`src/rtl/wavp_pkg.sv`:
```
// shared result type and report kind codes for the wav header and sample parser
`timescale 1ns / 1ps
package wavp_pkg;

  localparam logic [1:0] KIND_SIZE    = 2'd0;
  localparam logic [1:0] KIND_FORMAT  = 2'd1;
  localparam logic [1:0] KIND_DATA    = 2'd2;
  localparam logic [1:0] KIND_SAMPLES = 2'd3;

  typedef struct packed {
    logic [1:0]  report_kind;
    logic [32:0] file_bytes;
    logic [15:0] format_code;
    logic [15:0] channel_count;
    logic [31:0] rate_hz;
    logic [31:0] bytes_per_second;
    logic [15:0] frame_bytes;
    logic [15:0] bits_per_sample;
    logic [31:0] payload_bytes;
    logic [23:0] left_sample;
    logic [23:0] right_sample;
  } report_t;

endpackage

```
`src/rtl/wavp_parser.sv`:
```
// byte-wise riff/wave parse state and result formation
`timescale 1ns / 1ps
module wavp_parser #(
  parameter int MAX_SAMPLE_BYTES = 3
) (
  input  logic              clk,
  input  logic              rst_n,
  input  logic              acc,
  input  logic [7:0]        in_byte,
  output logic              res_valid,
  output wavp_pkg::report_t res
);
  import wavp_pkg::*;

  typedef enum logic [3:0] {
    PH_RIFF, PH_SIZE, PH_WAVE, PH_TAG, PH_FMT, PH_DSIZE, PH_SKIP, PH_SAMPLES, PH_OSIZE
  } phase_t;

  localparam logic [7:0]  CH_F = 8'h66;
  localparam logic [7:0]  CH_M = 8'h6d;
  localparam logic [7:0]  CH_T = 8'h74;
  localparam logic [7:0]  CH_D = 8'h64;
  localparam logic [7:0]  CH_A = 8'h61;
  localparam logic [4:0]  WORD_LAST = 5'd3;
  localparam logic [4:0]  FMT_HDR   = 5'd4;
  localparam logic [4:0]  FMT_LAST  = 5'd19;
  localparam logic [31:0] FMT_LEN   = 32'd16;
  localparam logic [32:0] SIZE_ADJ  = 33'd8;
  localparam logic [2:0]  PER_MAX   = 3'(MAX_SAMPLE_BYTES);
  localparam logic [2:0]  PER_RESET = (MAX_SAMPLE_BYTES >= 2) ? 3'd2 : 3'd1;

  phase_t      phase_r, phase_nxt;
  logic [4:0]  cnt_r, cnt_nxt;
  logic [31:0] word_r, word_nxt;
  logic [23:0] tag_r, tag_nxt;
  logic [31:0] len_r, len_nxt;
  logic [2:0]  per_r, per_nxt;
  logic [23:0] left_r, left_nxt;
  logic        right_r, right_nxt;
  logic [7:0]  fmt_r [16];

  logic [31:0] lane;
  logic [31:0] word_acc;
  logic [31:0] len_acc;
  logic [4:0]  cnt_inc;
  logic [31:0] len_dec;
  logic [15:0] bits;
  logic [12:0] bits_q;
  logic [3:0]  fmt_k;

  always_comb begin
    lane     = {24'd0, in_byte} << {cnt_r[1:0], 3'b000};
    word_acc = word_r | lane;
    len_acc  = len_r | lane;
    cnt_inc  = cnt_r + 5'd1;
    len_dec  = (len_r != 32'd0) ? len_r - 32'd1 : 32'd0;
    bits     = {in_byte, fmt_r[14]};
    bits_q   = bits[15:3];
    fmt_k    = cnt_r[3:0] - FMT_HDR[3:0];

    phase_nxt = phase_r;
    cnt_nxt   = cnt_r;
    word_nxt  = word_r;
    tag_nxt   = tag_r;
    len_nxt   = len_r;
    per_nxt   = per_r;
    left_nxt  = left_r;
    right_nxt = right_r;
    res_valid = 1'b0;
    res       = '0;

    if (acc) begin
      unique case (phase_r)
        PH_RIFF, PH_WAVE: begin
          cnt_nxt = cnt_inc;
          if (cnt_r == WORD_LAST) begin
            cnt_nxt  = 5'd0;
            word_nxt = 32'd0;
            if (phase_r == PH_RIFF) begin
              phase_nxt = PH_SIZE;
            end else begin
              phase_nxt = PH_TAG;
              tag_nxt   = 24'd0;
            end
          end
        end
        PH_SIZE: begin
          word_nxt = word_acc;
          cnt_nxt  = cnt_inc;
          if (cnt_r == WORD_LAST) begin
            res_valid       = 1'b1;
            res.report_kind = KIND_SIZE;
            res.file_bytes  = {1'b0, word_acc} + SIZE_ADJ;
            cnt_nxt   = 5'd0;
            word_nxt  = 32'd0;
            phase_nxt = PH_WAVE;
          end
        end
        PH_FMT: begin
          if (cnt_r < FMT_HDR) len_nxt = len_acc;
          cnt_nxt = cnt_inc;
          if (cnt_r == FMT_LAST) begin
            res_valid            = 1'b1;
            res.report_kind      = KIND_FORMAT;
            res.format_code      = {fmt_r[1], fmt_r[0]};
            res.channel_count    = {fmt_r[3], fmt_r[2]};
            res.rate_hz          = {fmt_r[7], fmt_r[6], fmt_r[5], fmt_r[4]};
            res.bytes_per_second = {fmt_r[11], fmt_r[10], fmt_r[9], fmt_r[8]};
            res.frame_bytes      = {fmt_r[13], fmt_r[12]};
            res.bits_per_sample  = bits;
            // bytes per sample, saturated to 1..max
            if (bits_q == 13'd0) begin
              per_nxt = 3'd1;
            end else if (bits_q > 13'(PER_MAX)) begin
              per_nxt = PER_MAX;
            end else begin
              per_nxt = bits_q[2:0];
            end
            len_nxt = (len_r < FMT_LEN) ? 32'd0 : len_r - FMT_LEN;
            cnt_nxt = 5'd0;
            if (len_r > FMT_LEN) begin
              phase_nxt = PH_SKIP;
            end else begin
              phase_nxt = PH_TAG;
              tag_nxt   = 24'd0;
            end
          end
        end
        PH_DSIZE: begin
          word_nxt = word_acc;
          cnt_nxt  = cnt_inc;
          if (cnt_r == WORD_LAST) begin
            res_valid         = 1'b1;
            res.report_kind   = KIND_DATA;
            res.payload_bytes = word_acc;
            cnt_nxt   = 5'd0;
            word_nxt  = 32'd0;
            right_nxt = 1'b0;
            phase_nxt = PH_SAMPLES;
          end
        end
        PH_SKIP: begin
          len_nxt = len_dec;
          if (len_dec == 32'd0) begin
            phase_nxt = PH_TAG;
            cnt_nxt   = 5'd0;
            tag_nxt   = 24'd0;
          end
        end
        PH_OSIZE: begin
          len_nxt = len_acc;
          cnt_nxt = cnt_inc;
          if (cnt_r == WORD_LAST) begin
            cnt_nxt = 5'd0;
            if (len_acc != 32'd0) begin
              phase_nxt = PH_SKIP;
            end else begin
              phase_nxt = PH_TAG;
              tag_nxt   = 24'd0;
            end
          end
        end
        PH_SAMPLES: begin
          word_nxt = word_acc;
          cnt_nxt  = cnt_inc;
          if (cnt_inc[2:0] == per_r) begin
            if (!right_r) begin
              left_nxt  = word_acc[23:0];
              right_nxt = 1'b1;
            end else begin
              res_valid        = 1'b1;
              res.report_kind  = KIND_SAMPLES;
              res.left_sample  = left_r;
              res.right_sample = word_acc[23:0];
              right_nxt = 1'b0;
            end
            word_nxt = 32'd0;
            cnt_nxt  = 5'd0;
          end
        end
        default: begin
          tag_nxt = tag_r | lane[23:0];
          cnt_nxt = cnt_inc;
          if (cnt_r == WORD_LAST) begin
            cnt_nxt  = 5'd0;
            word_nxt = 32'd0;
            len_nxt  = 32'd0;
            if (tag_r[7:0] == CH_F && tag_r[15:8] == CH_M && tag_r[23:16] == CH_T) begin
              phase_nxt = PH_FMT;
            end else if (tag_r[7:0] == CH_D && tag_r[15:8] == CH_A &&
                         tag_r[23:16] == CH_T && in_byte == CH_A) begin
              phase_nxt = PH_DSIZE;
            end else begin
              phase_nxt = PH_OSIZE;
            end
          end
        end
      endcase
    end
  end

  always_ff @(posedge clk) begin
    if (!rst_n) begin
      phase_r <= PH_RIFF;
      cnt_r   <= 5'd0;
      word_r  <= 32'd0;
      tag_r   <= 24'd0;
      len_r   <= 32'd0;
      per_r   <= PER_RESET;
      left_r  <= 24'd0;
      right_r <= 1'b0;
    end else begin
      phase_r <= phase_nxt;
      cnt_r   <= cnt_nxt;
      word_r  <= word_nxt;
      tag_r   <= tag_nxt;
      len_r   <= len_nxt;
      per_r   <= per_nxt;
      left_r  <= left_nxt;
      right_r <= right_nxt;
    end
  end

  // fmt body bytes, each written once before the report uses it
  always_ff @(posedge clk) begin
    if (acc && phase_r == PH_FMT && cnt_r >= FMT_HDR) begin
      fmt_r[fmt_k] <= in_byte;
    end
  end

endmodule

```
`src/rtl/wavp_outbuf.sv`:
```
// output register with one skid entry for the result channel
`timescale 1ns / 1ps
module wavp_outbuf (
  input  logic              clk,
  input  logic              rst_n,
  input  logic              push,
  input  wavp_pkg::report_t push_data,
  input  logic              out_stall,
  output logic              out_valid,
  output wavp_pkg::report_t out_data,
  output logic              full
);
  import wavp_pkg::*;

  logic    out_valid_r;
  logic    skid_valid_r;
  report_t out_r;
  report_t skid_r;
  logic    take;

  assign take      = out_valid_r && !out_stall;
  assign out_valid = out_valid_r;
  assign out_data  = out_r;
  assign full      = skid_valid_r;

  always_ff @(posedge clk) begin
    if (!rst_n) begin
      out_valid_r  <= 1'b0;
      skid_valid_r <= 1'b0;
    end else if (skid_valid_r) begin
      // input side is held off while the skid entry is in use
      if (take) begin
        out_r        <= skid_r;
        skid_valid_r <= 1'b0;
      end
    end else if (!out_valid_r || take) begin
      out_valid_r <= push;
      if (push) out_r <= push_data;
    end else if (push) begin
      skid_valid_r <= 1'b1;
      skid_r       <= push_data;
    end
  end

endmodule

```
`src/rtl/wav_header_and_sample_parser.sv`:
```
// a result is registered into the output register, or into its skid entry while a stalled result is held there
// throughput: one byte beat per cycle while in_stall is low; the parse state updates on each accepted byte
// in_stall rises only when the output register and its skid entry both hold results
// reset: synchronous active-low rst_n returns to expecting the riff tag,
// 16-bit sample depth (8-bit when MAX_SAMPLE_BYTES is 1), and drops any pending result
`timescale 1ns / 1ps
module wav_header_and_sample_parser #(
  parameter int MAX_SAMPLE_BYTES = 3
) (
  input  logic        clk,
  input  logic        rst_n,
  input  logic        in_valid,
  output logic        in_stall,
  input  logic [7:0]  in_byte,
  output logic        out_valid,
  input  logic        out_stall,
  output logic [1:0]  out_report_kind,
  output logic [32:0] out_file_bytes,
  output logic [15:0] out_format_code,
  output logic [15:0] out_channel_count,
  output logic [31:0] out_rate_hz,
  output logic [31:0] out_bytes_per_second,
  output logic [15:0] out_frame_bytes,
  output logic [15:0] out_bits_per_sample,
  output logic [31:0] out_payload_bytes,
  output logic [23:0] out_left_sample,
  output logic [23:0] out_right_sample
);
  import wavp_pkg::*;

  logic    acc;
  logic    res_valid;
  report_t res;
  report_t out_data;
  logic    full;

  assign acc      = in_valid && !full;
  assign in_stall = full;

  wavp_parser #(
    .MAX_SAMPLE_BYTES(MAX_SAMPLE_BYTES)
  ) u_parser (
    .clk      (clk),
    .rst_n    (rst_n),
    .acc      (acc),
    .in_byte  (in_byte),
    .res_valid(res_valid),
    .res      (res)
  );

  wavp_outbuf u_outbuf (
    .clk      (clk),
    .rst_n    (rst_n),
    .push     (res_valid),
    .push_data(res),
    .out_stall(out_stall),
    .out_valid(out_valid),
    .out_data (out_data),
    .full     (full)
  );

  assign out_report_kind      = out_data.report_kind;
  assign out_file_bytes       = out_data.file_bytes;
  assign out_format_code      = out_data.format_code;
  assign out_channel_count    = out_data.channel_count;
  assign out_rate_hz          = out_data.rate_hz;
  assign out_bytes_per_second = out_data.bytes_per_second;
  assign out_frame_bytes      = out_data.frame_bytes;
  assign out_bits_per_sample  = out_data.bits_per_sample;
  assign out_payload_bytes    = out_data.payload_bytes;
  assign out_left_sample      = out_data.left_sample;
  assign out_right_sample     = out_data.right_sample;

endmodule

```
`config.mk`:
```
export PLATFORM = sky130hd
export DESIGN_NAME = wav_header_and_sample_parser
export DESIGN_NICKNAME = d
export VERILOG_FILES = /design/src/rtl/wavp_pkg.sv /design/src/rtl/wavp_parser.sv /design/src/rtl/wavp_outbuf.sv /design/src/rtl/wav_header_and_sample_parser.sv
export SDC_FILE = /design/constraint.sdc
export NUM_CORES = 1
export LEC_CHECK = 0
export BUFFER_PORTS_ARGS = -buffer_cell sky130_fd_sc_hd__buf_4
export CORE_MARGIN = 1
export CORE_UTILIZATION = 25
export DETAILED_ROUTE_END_ITERATION = 16
export PLACE_DENSITY = 0.43
export SYNTH_ARGS = -nofsm -noshare
export SYNTH_HDL_FRONTEND = slang
export SYNTH_HIERARCHICAL = 1
export SYNTH_SLANG_ARGS = --single-unit
export TNS_END_PERCENT = 1
```
`constraint.sdc`:
```
create_clock -name clk -period 64.2 [get_ports clk]
set_input_delay 9.63 -clock clk [delete_from_list [all_inputs] [get_ports clk]]
set_output_delay 9.63 -clock clk [all_outputs]
set_load 0.005 [all_outputs]
```
Yosys cells after proc, flatten, opt, wreduce, memory -nomap -nowiden
Memory sizes are Yosys's and may differ from the RTL's.
Index checks and enable logic that the tools add are counted.
- register bits after elaboration: 613
- bits in writable memories: 128
- output and inout port bits: 245
- memories: 1
- $add $sub $neg: 5
- magnitude comparators: 5
- equal/unequal tests: 28
- shifts and indexed selects: 1
- muxes and demuxes: 72
- bitwise gates (word level): 10
- reduce and logical (&&, ||, !) cells: 40
- memory list (memory ; words ; width ; read ports ; clocked after memory_dff ; write ports ; line ; RTL):
    u_parser.fmt_r ; 16 ; 8 ; 15 ; 0 ; 1 ; wavp_parser.sv:40 ; logic [7:0] fmt_r [16];
- operators with widths (cell ; number):
    two-way mux 243 bit ; 5
    two-way mux 32 bit ; 9
    two-way mux 128 bit ; 2
    two-way mux 24 bit ; 7
    two-way mux 48 bit ; 3
    one-hot mux 32 bit (4 select lines) ; 1
    one-hot mux 24 bit (5 select lines) ; 1
    one-hot mux 32 bit (3 select lines) ; 1
    two-way mux 33 bit ; 2
    OR 32 bit ; 2
    nonzero test 32 bit ; 2
    == test 8 x 7 -> 1 bit, second input constant ; 6
    two-way mux 4 bit ; 9
    adder 32 x 4 -> 33 bit, second input constant ; 1
    greater-than comparator 32 x 5 -> 1 bit, second input constant ; 1
    logical NOT 32 bit ; 1
    < comparator 32 x 5 -> 1 bit, second input constant ; 1
    << shifter 8 x 5 -> 32 bit ; 1
    subtractor 32 x 1 -> 32 bit, second input constant ; 1
    subtractor 32 x 5 -> 32 bit, second input constant ; 1
    one-hot mux 4 bit (7 select lines) ; 1
    OR 24 bit ; 1
    two-way mux 5 bit ; 4
    AND reduction 4 bit ; 5
    other kinds (37) ; 93

Longest topological paths before layout
- depth in word-level cells: 9
- depth in mapped cells: 13
- mapped depth without buffers: 10

By module
The synthesis kept the hierarchy.
- by module, submodules not included (module ; instances ; cells each ; area an instance (um^2) ; sequential area each (um^2)):
    wavp_outbuf ; 1 ; 769 ; 17633.2 ; 14634.0
    wavp_parser ; 1 ; 1584 ; 13920.9 ; 6105.9
    wav_header_and_sample_parser ; 1 ; 1 ; 13.8 ; 0.0

Least setup slack after synthesis
No wires, ideal clock.
- kind: input port to flip-flop
- start point: input port in_valid
- end point: register u_outbuf/skid_r[0] (netlist name), enable pin
- library setup time: 1144 ps
- arrival time: 27193 ps
- data required time: 63056 ps
- setup slack: 35862 ps
- cell stages on the path: 7
- path through: nor2b_4 inv_1 clkbuf_1 clkbuf_1 a311oi_1 nand2b_1 nor3_1
- cells in the longest elaborated chain, start to end: 3
- ends and longest elaborated chain (item ; line ; RTL):
    start: declaration ; wav_header_and_sample_parser.sv:12 ; input logic in_valid,
    logical AND 1 bit ; wav_header_and_sample_parser.sv:37 ; assign acc = in_valid && !full;
    two-way mux 1 bit ; wavp_parser.sv:72 ; if (acc) begin
    net res_valid ; wav_header_and_sample_parser.sv:32 ; logic res_valid;
    AND reduction 4 bit (no source line) ; - ;
    end signal: assignment ; wavp_outbuf.sv:41 ; skid_r <= push_data;
    end: declaration ; wavp_outbuf.sv:18 ; report_t skid_r;
The timed path passes the listed nets, and every way through them passes these cells.
A chain may end at the register's enable or synchronous reset.

Worst setup path in the final report
- start point: input port in_valid
- end point: register u_outbuf.out_r, in the netlist u_outbuf/out_data[147], enable pin
- cells in the longest elaborated chain, start to end: 4
- ends and longest elaborated chain (item ; line ; RTL):
    logical AND 1 bit ; wav_header_and_sample_parser.sv:37 ;
    net acc ; wav_header_and_sample_parser.sv:31 ; logic acc;
    two-way mux 1 bit ; wavp_parser.sv:72 ;
    net res_valid ; wav_header_and_sample_parser.sv:32 ;
    nonzero test 2 bit (no source line) ; - ;
    AND reduction 4 bit (no source line) ; - ;
    end signal: assignment ; wavp_outbuf.sv:33 ; out_r <= skid_r;
    end signal: assignment ; wavp_outbuf.sv:38 ; if (push) out_r <= push_data;
    end: declaration ; wavp_outbuf.sv:17 ; report_t out_r;
The timed path passes the listed nets, and every way through them passes these cells.

==> qor.log <==
INFO  placement      hpwlAfterDp=62.4mm
INFO  min_path       hp-start=u_parser/per_r[2]$_SDFFE_PN0P_
INFO  global_routing number_of_global_route_vias_before_repair=20600
INFO  power          power.internal=781uW
INFO  cts            clock_insertion_delay_worst_skew=0.65ns
INFO  layout         final_cell_mix=edfxtp_1, buf_4, mux2_2, nor2_1, and3_1
INFO  sta            setup_tns=0ns
INFO  min_path       timing.hold.worst_endpoint=u_parser/per_r[2]$_SDFFE_PN0P_
INFO  global_routing grt_first_pass_wirelength=141mm
INFO  power          power_density=26.3mW/mm2
INFO  layout         share_of_layout_cells_above_drive_strength_1=27.7%
INFO  floorplan      design.die.area=0.128mm2
INFO  layout         finish.utilization=30.2%
INFO  floorplan      placeableCoreArea=0.125mm2
INFO  worst_setup_path worst_setup_path_end_kind=flip-flop
INFO  global_routing antenna_violations_before_repair=1
INFO  run            max_cap_viol_count=0
INFO  floorplan      top_level_ports=257
INFO  sta            grt_setup_unrepaired=false
INFO  worst_setup_path r2r_cells=9
INFO  cts            post_cts_resize_count=0
INFO  sta            hold_viol_final=0
INFO  layout         final_net_count=2588
INFO  placement      gp_congestion=0.867
INFO  min_path       min_path_cells=2
INFO  power          power.share.clock=47.0%
INFO  cts            clock_pin_slew_of_the_registers_on_the_worst_case_setup_and_hold_paths=0.06ns
INFO  sta            final_period_minus_worst_setup_slack=12.96ns
INFO  power          share_seq_of_total_power=51.0%
INFO  layout         layout.cells.most_common=edfxtp_1
INFO  synth          synth_area_per_cell=13.4um2
INFO  cts            cts_root_buf=clkbuf_16
INFO  global_routing grt_overflow=0
INFO  outcome        status=finished, final reports clean
INFO  sta            tightest_slew=1.34ns
INFO  route          drt_iter0_markers=1674
INFO  layout         flow.area_growth_from_synthesis=20.1%
INFO  synth          portion_of_the_post_synthesis_area_used_by_sequential_elements=65.7%
INFO  cts            postCtsSetupBuffers=0
INFO  sta            worst_clock_skew=0.0314ns
INFO  synth          ys_seq_elements=733
INFO  cts            cts.sink_count=733
INFO  synth          synth_enable_flop_cells=606
INFO  layout         layout.cells.non_filler=4283
INFO  worst_setup_path critical_path.startpoint_type=input pin
INFO  sta            slew_violations=0
INFO  worst_setup_path crit_path_max_fanout=168
INFO  cts            cts_made_buffers=83
INFO  route          drt-vias-per-instance=4.80
INFO  placement      count_of_port_buffers_added_during_placement=256
INFO  global_routing pin_count_of_the_biggest_net_entering_global_routing=175
INFO  power          share_comb_of_total_power=2.0%
INFO  route          drt-wirelength-per-cell=22.6um
INFO  route          route.final.wire_length=96.7mm
INFO  cts            cts_tree=built
INFO  power          worst_ir_drop_vdd=0.0202mV
INFO  placement      placed_cells_incl_taps=4132
INFO  synth          netlist_instances=2354
INFO  sta            timing.final.crit_share=20.2%
INFO  worst_setup_path timing.critical_path.arrival=13.22ns
INFO  route          detail_route.drc_violations=0
INFO  power          power.static_leakage=12.9nW
INFO  sta            timing.max_slew.rel_slack=10.1%
INFO  power          power.net_switching=217uW
INFO  route          detail_route.first_pass.iterations=5
INFO  sta            setup_viol_count_final=0
INFO  sta            fmax=77.2MHz
INFO  floorplan      dieHeight=357um
INFO  route          ant_nets=0
INFO  floorplan      die_width=357um
INFO  cts            cts_h_tree_depth=3
INFO  cts            clock_path_buffers=3
INFO  cts            cts_hold_repair.buffers=0
INFO  worst_setup_path required=64.46ns
INFO  synth          fraction_of_registers_with_async_set_reset=0%
INFO  power          p_sw_share=21.7%
INFO  synth          post_synthesis_net_count=2375
INFO  synth          ys_dominant_reg_cell=edfxtp_1
INFO  worst_setup_path reg2reg_slack=59.06ns
INFO  synth          yosys.cell_types.count=79
INFO  worst_setup_path critical_path_class=in -> reg
INFO  synth          post_synth_instance_area=0.0316mm2
INFO  global_routing track_usage=14.7%
INFO  synth          synthesis.yosys.warnings=6
INFO  worst_setup_path critical_path.reg2reg.endpoint=u_parser/phase_r[2]$_SDFFE_PN0P_
INFO  floorplan      start_util=25.2%
INFO  floorplan      rows=130
INFO  route          dr_total_vias=20600
INFO  min_path       hold_class=reg -> reg
INFO  worst_setup_path startpoint_of_the_lowest_slack_register_to_register_path=u_parser/len_r[5]$_SDFFE_PN0P_
[cell type report]
type / count / area [um2]
inverters: 53 / 199
clock buffers: 108 / 2200
diodes: 1 / 2.50
well taps: 1650 / 2060
fillers: 12500 / 87500
multi-input cells: 1389 / 9900
flip-flops and latches: 733 / 20700
clock inverters: 42 / 454
repair buffers: 307 / 2330
[critical path, cell delays in order]
cell and delay [ns]:
buf_4 0.09, nor2b_4 0.67, inv_1 0.13, a311oi_1 0.42, nand2b_1 0.21, a221oi_4 0.31
buf_12 0.71, buf_4 0.97
[sequential cells by signal, summed over array words and instances (netlist names)]
| signal | flops |
|---|---|
| u_parser/per_r | 3 |
| u_parser/tag_r | 24 |
| u_parser/word_r | 32 |
| u_parser/cnt_r | 5 |
| u_parser/phase_r | 4 |
| u_outbuf/full | 1 |
| u_outbuf/out_valid | 1 |
| u_parser/len_r | 32 |
| u_parser/fmt_r | 120 |
| u_outbuf/skid_r | 243 |
| u_parser/left_r | 24 |
| u_outbuf/out_data | 243 |
| u_parser/right_r | 1 |
[metrics by stage]
stage / setup slack, ns / hold WS, ns / cell area, um2 / total power, mW
after floorplan: 35.86 / 0.410 / 31600 / 0.529
after global placement: 50.60 / 0.419 / 35200 / 0.539
after detailed placement: 50.54 / 0.424 / 35200 / 0.540
after CTS: 51.23 / 0.434 / 37900 / 1.01
after global routing: 50.82 / 0.453 / 37900 / 1.03
final: 51.24 / 0.436 / 37900 / 0.998
[how the worst max path moves through the flow]
stage               startpoint                               end  slack, ns  depth (start not counted)
finish                in_valid  u_outbuf/out_data[147]$_DFFE_PP_      51.24                          8
global route          in_valid  u_outbuf/out_data[147]$_DFFE_PP_      50.82                          8
CTS                   in_valid    u_outbuf/skid_r[140]$_DFFE_PP_      51.23                          8
detailed placement    in_valid    u_outbuf/skid_r[169]$_DFFE_PP_      50.54                          8
global placement      in_valid    u_outbuf/skid_r[145]$_DFFE_PP_      50.60                          8
floorplan             in_valid      u_outbuf/skid_r[0]$_DFFE_PP_      35.86                          7
[power groups by stage]
stage / combinational (mW) / clock [mW] / sequential, mW
4_1_cts: 0.0206 / 0.483 / 0.509
3_5_place_dp: 0.0205 / 0 / 0.519
3_3_place_gp: 0.0203 / 0 / 0.519
6_report: 0.0202 / 0.469 / 0.509
2_1_floorplan: 0.00960 / 0 / 0.519
5_1_grt: 0.0215 / 0.500 / 0.509
[metal layers]
layer	global-route usage, %	wire length (um)
met2	24.5	47300
met3	1.89	4170
met4	3.87	1800
met5	0	0
met1	20.1	43400
[synth_stat cells (29+ instances only)]
| cell | number | area [um2] |
|---|---|---|
| inv_1 | 51 | 191 |
| nor4_1 | 36 | 225 |
| and2_1 | 33 | 206 |
| a211oi_1 | 32 | 240 |
| dfxtp_1 | 127 | 2540 |
| o21ai_0 | 55 | 275 |
| clkbuf_1 | 141 | 529 |
| edfxtp_1 | 606 | 18200 |
| mux2_2 | 243 | 2740 |
| a21oi_1 | 89 | 445 |
| and3_1 | 137 | 857 |
| nand2_1 | 90 | 338 |
| o21a_1 | 36 | 270 |
| nor2_1 | 221 | 830 |
| xnor2_1 | 29 | 254 |
| nor3_1 | 33 | 165 |
[logic make-up (layout without fill, tap and decap cells)]
| logic type | count (synthesis) | after routing | share of synthesized area (%) |
|---|---|---|---|
| mux | 245 | 245 | 8.73 |
| xor+xnor | 46 | 46 | 1.32 |
| flops | 733 | 733 | 65.7 |
| fa+ha+maj | 9 | 9 | 0.357 |
| buf+inv | 232 | 510 | 3.17 |
| simple gates | 708 | 708 | 11.9 |
| other cells | 0 | 1 | 0 |
| compound gates | 381 | 381 | 8.87 |
Power figures use the tool's default switching activity.
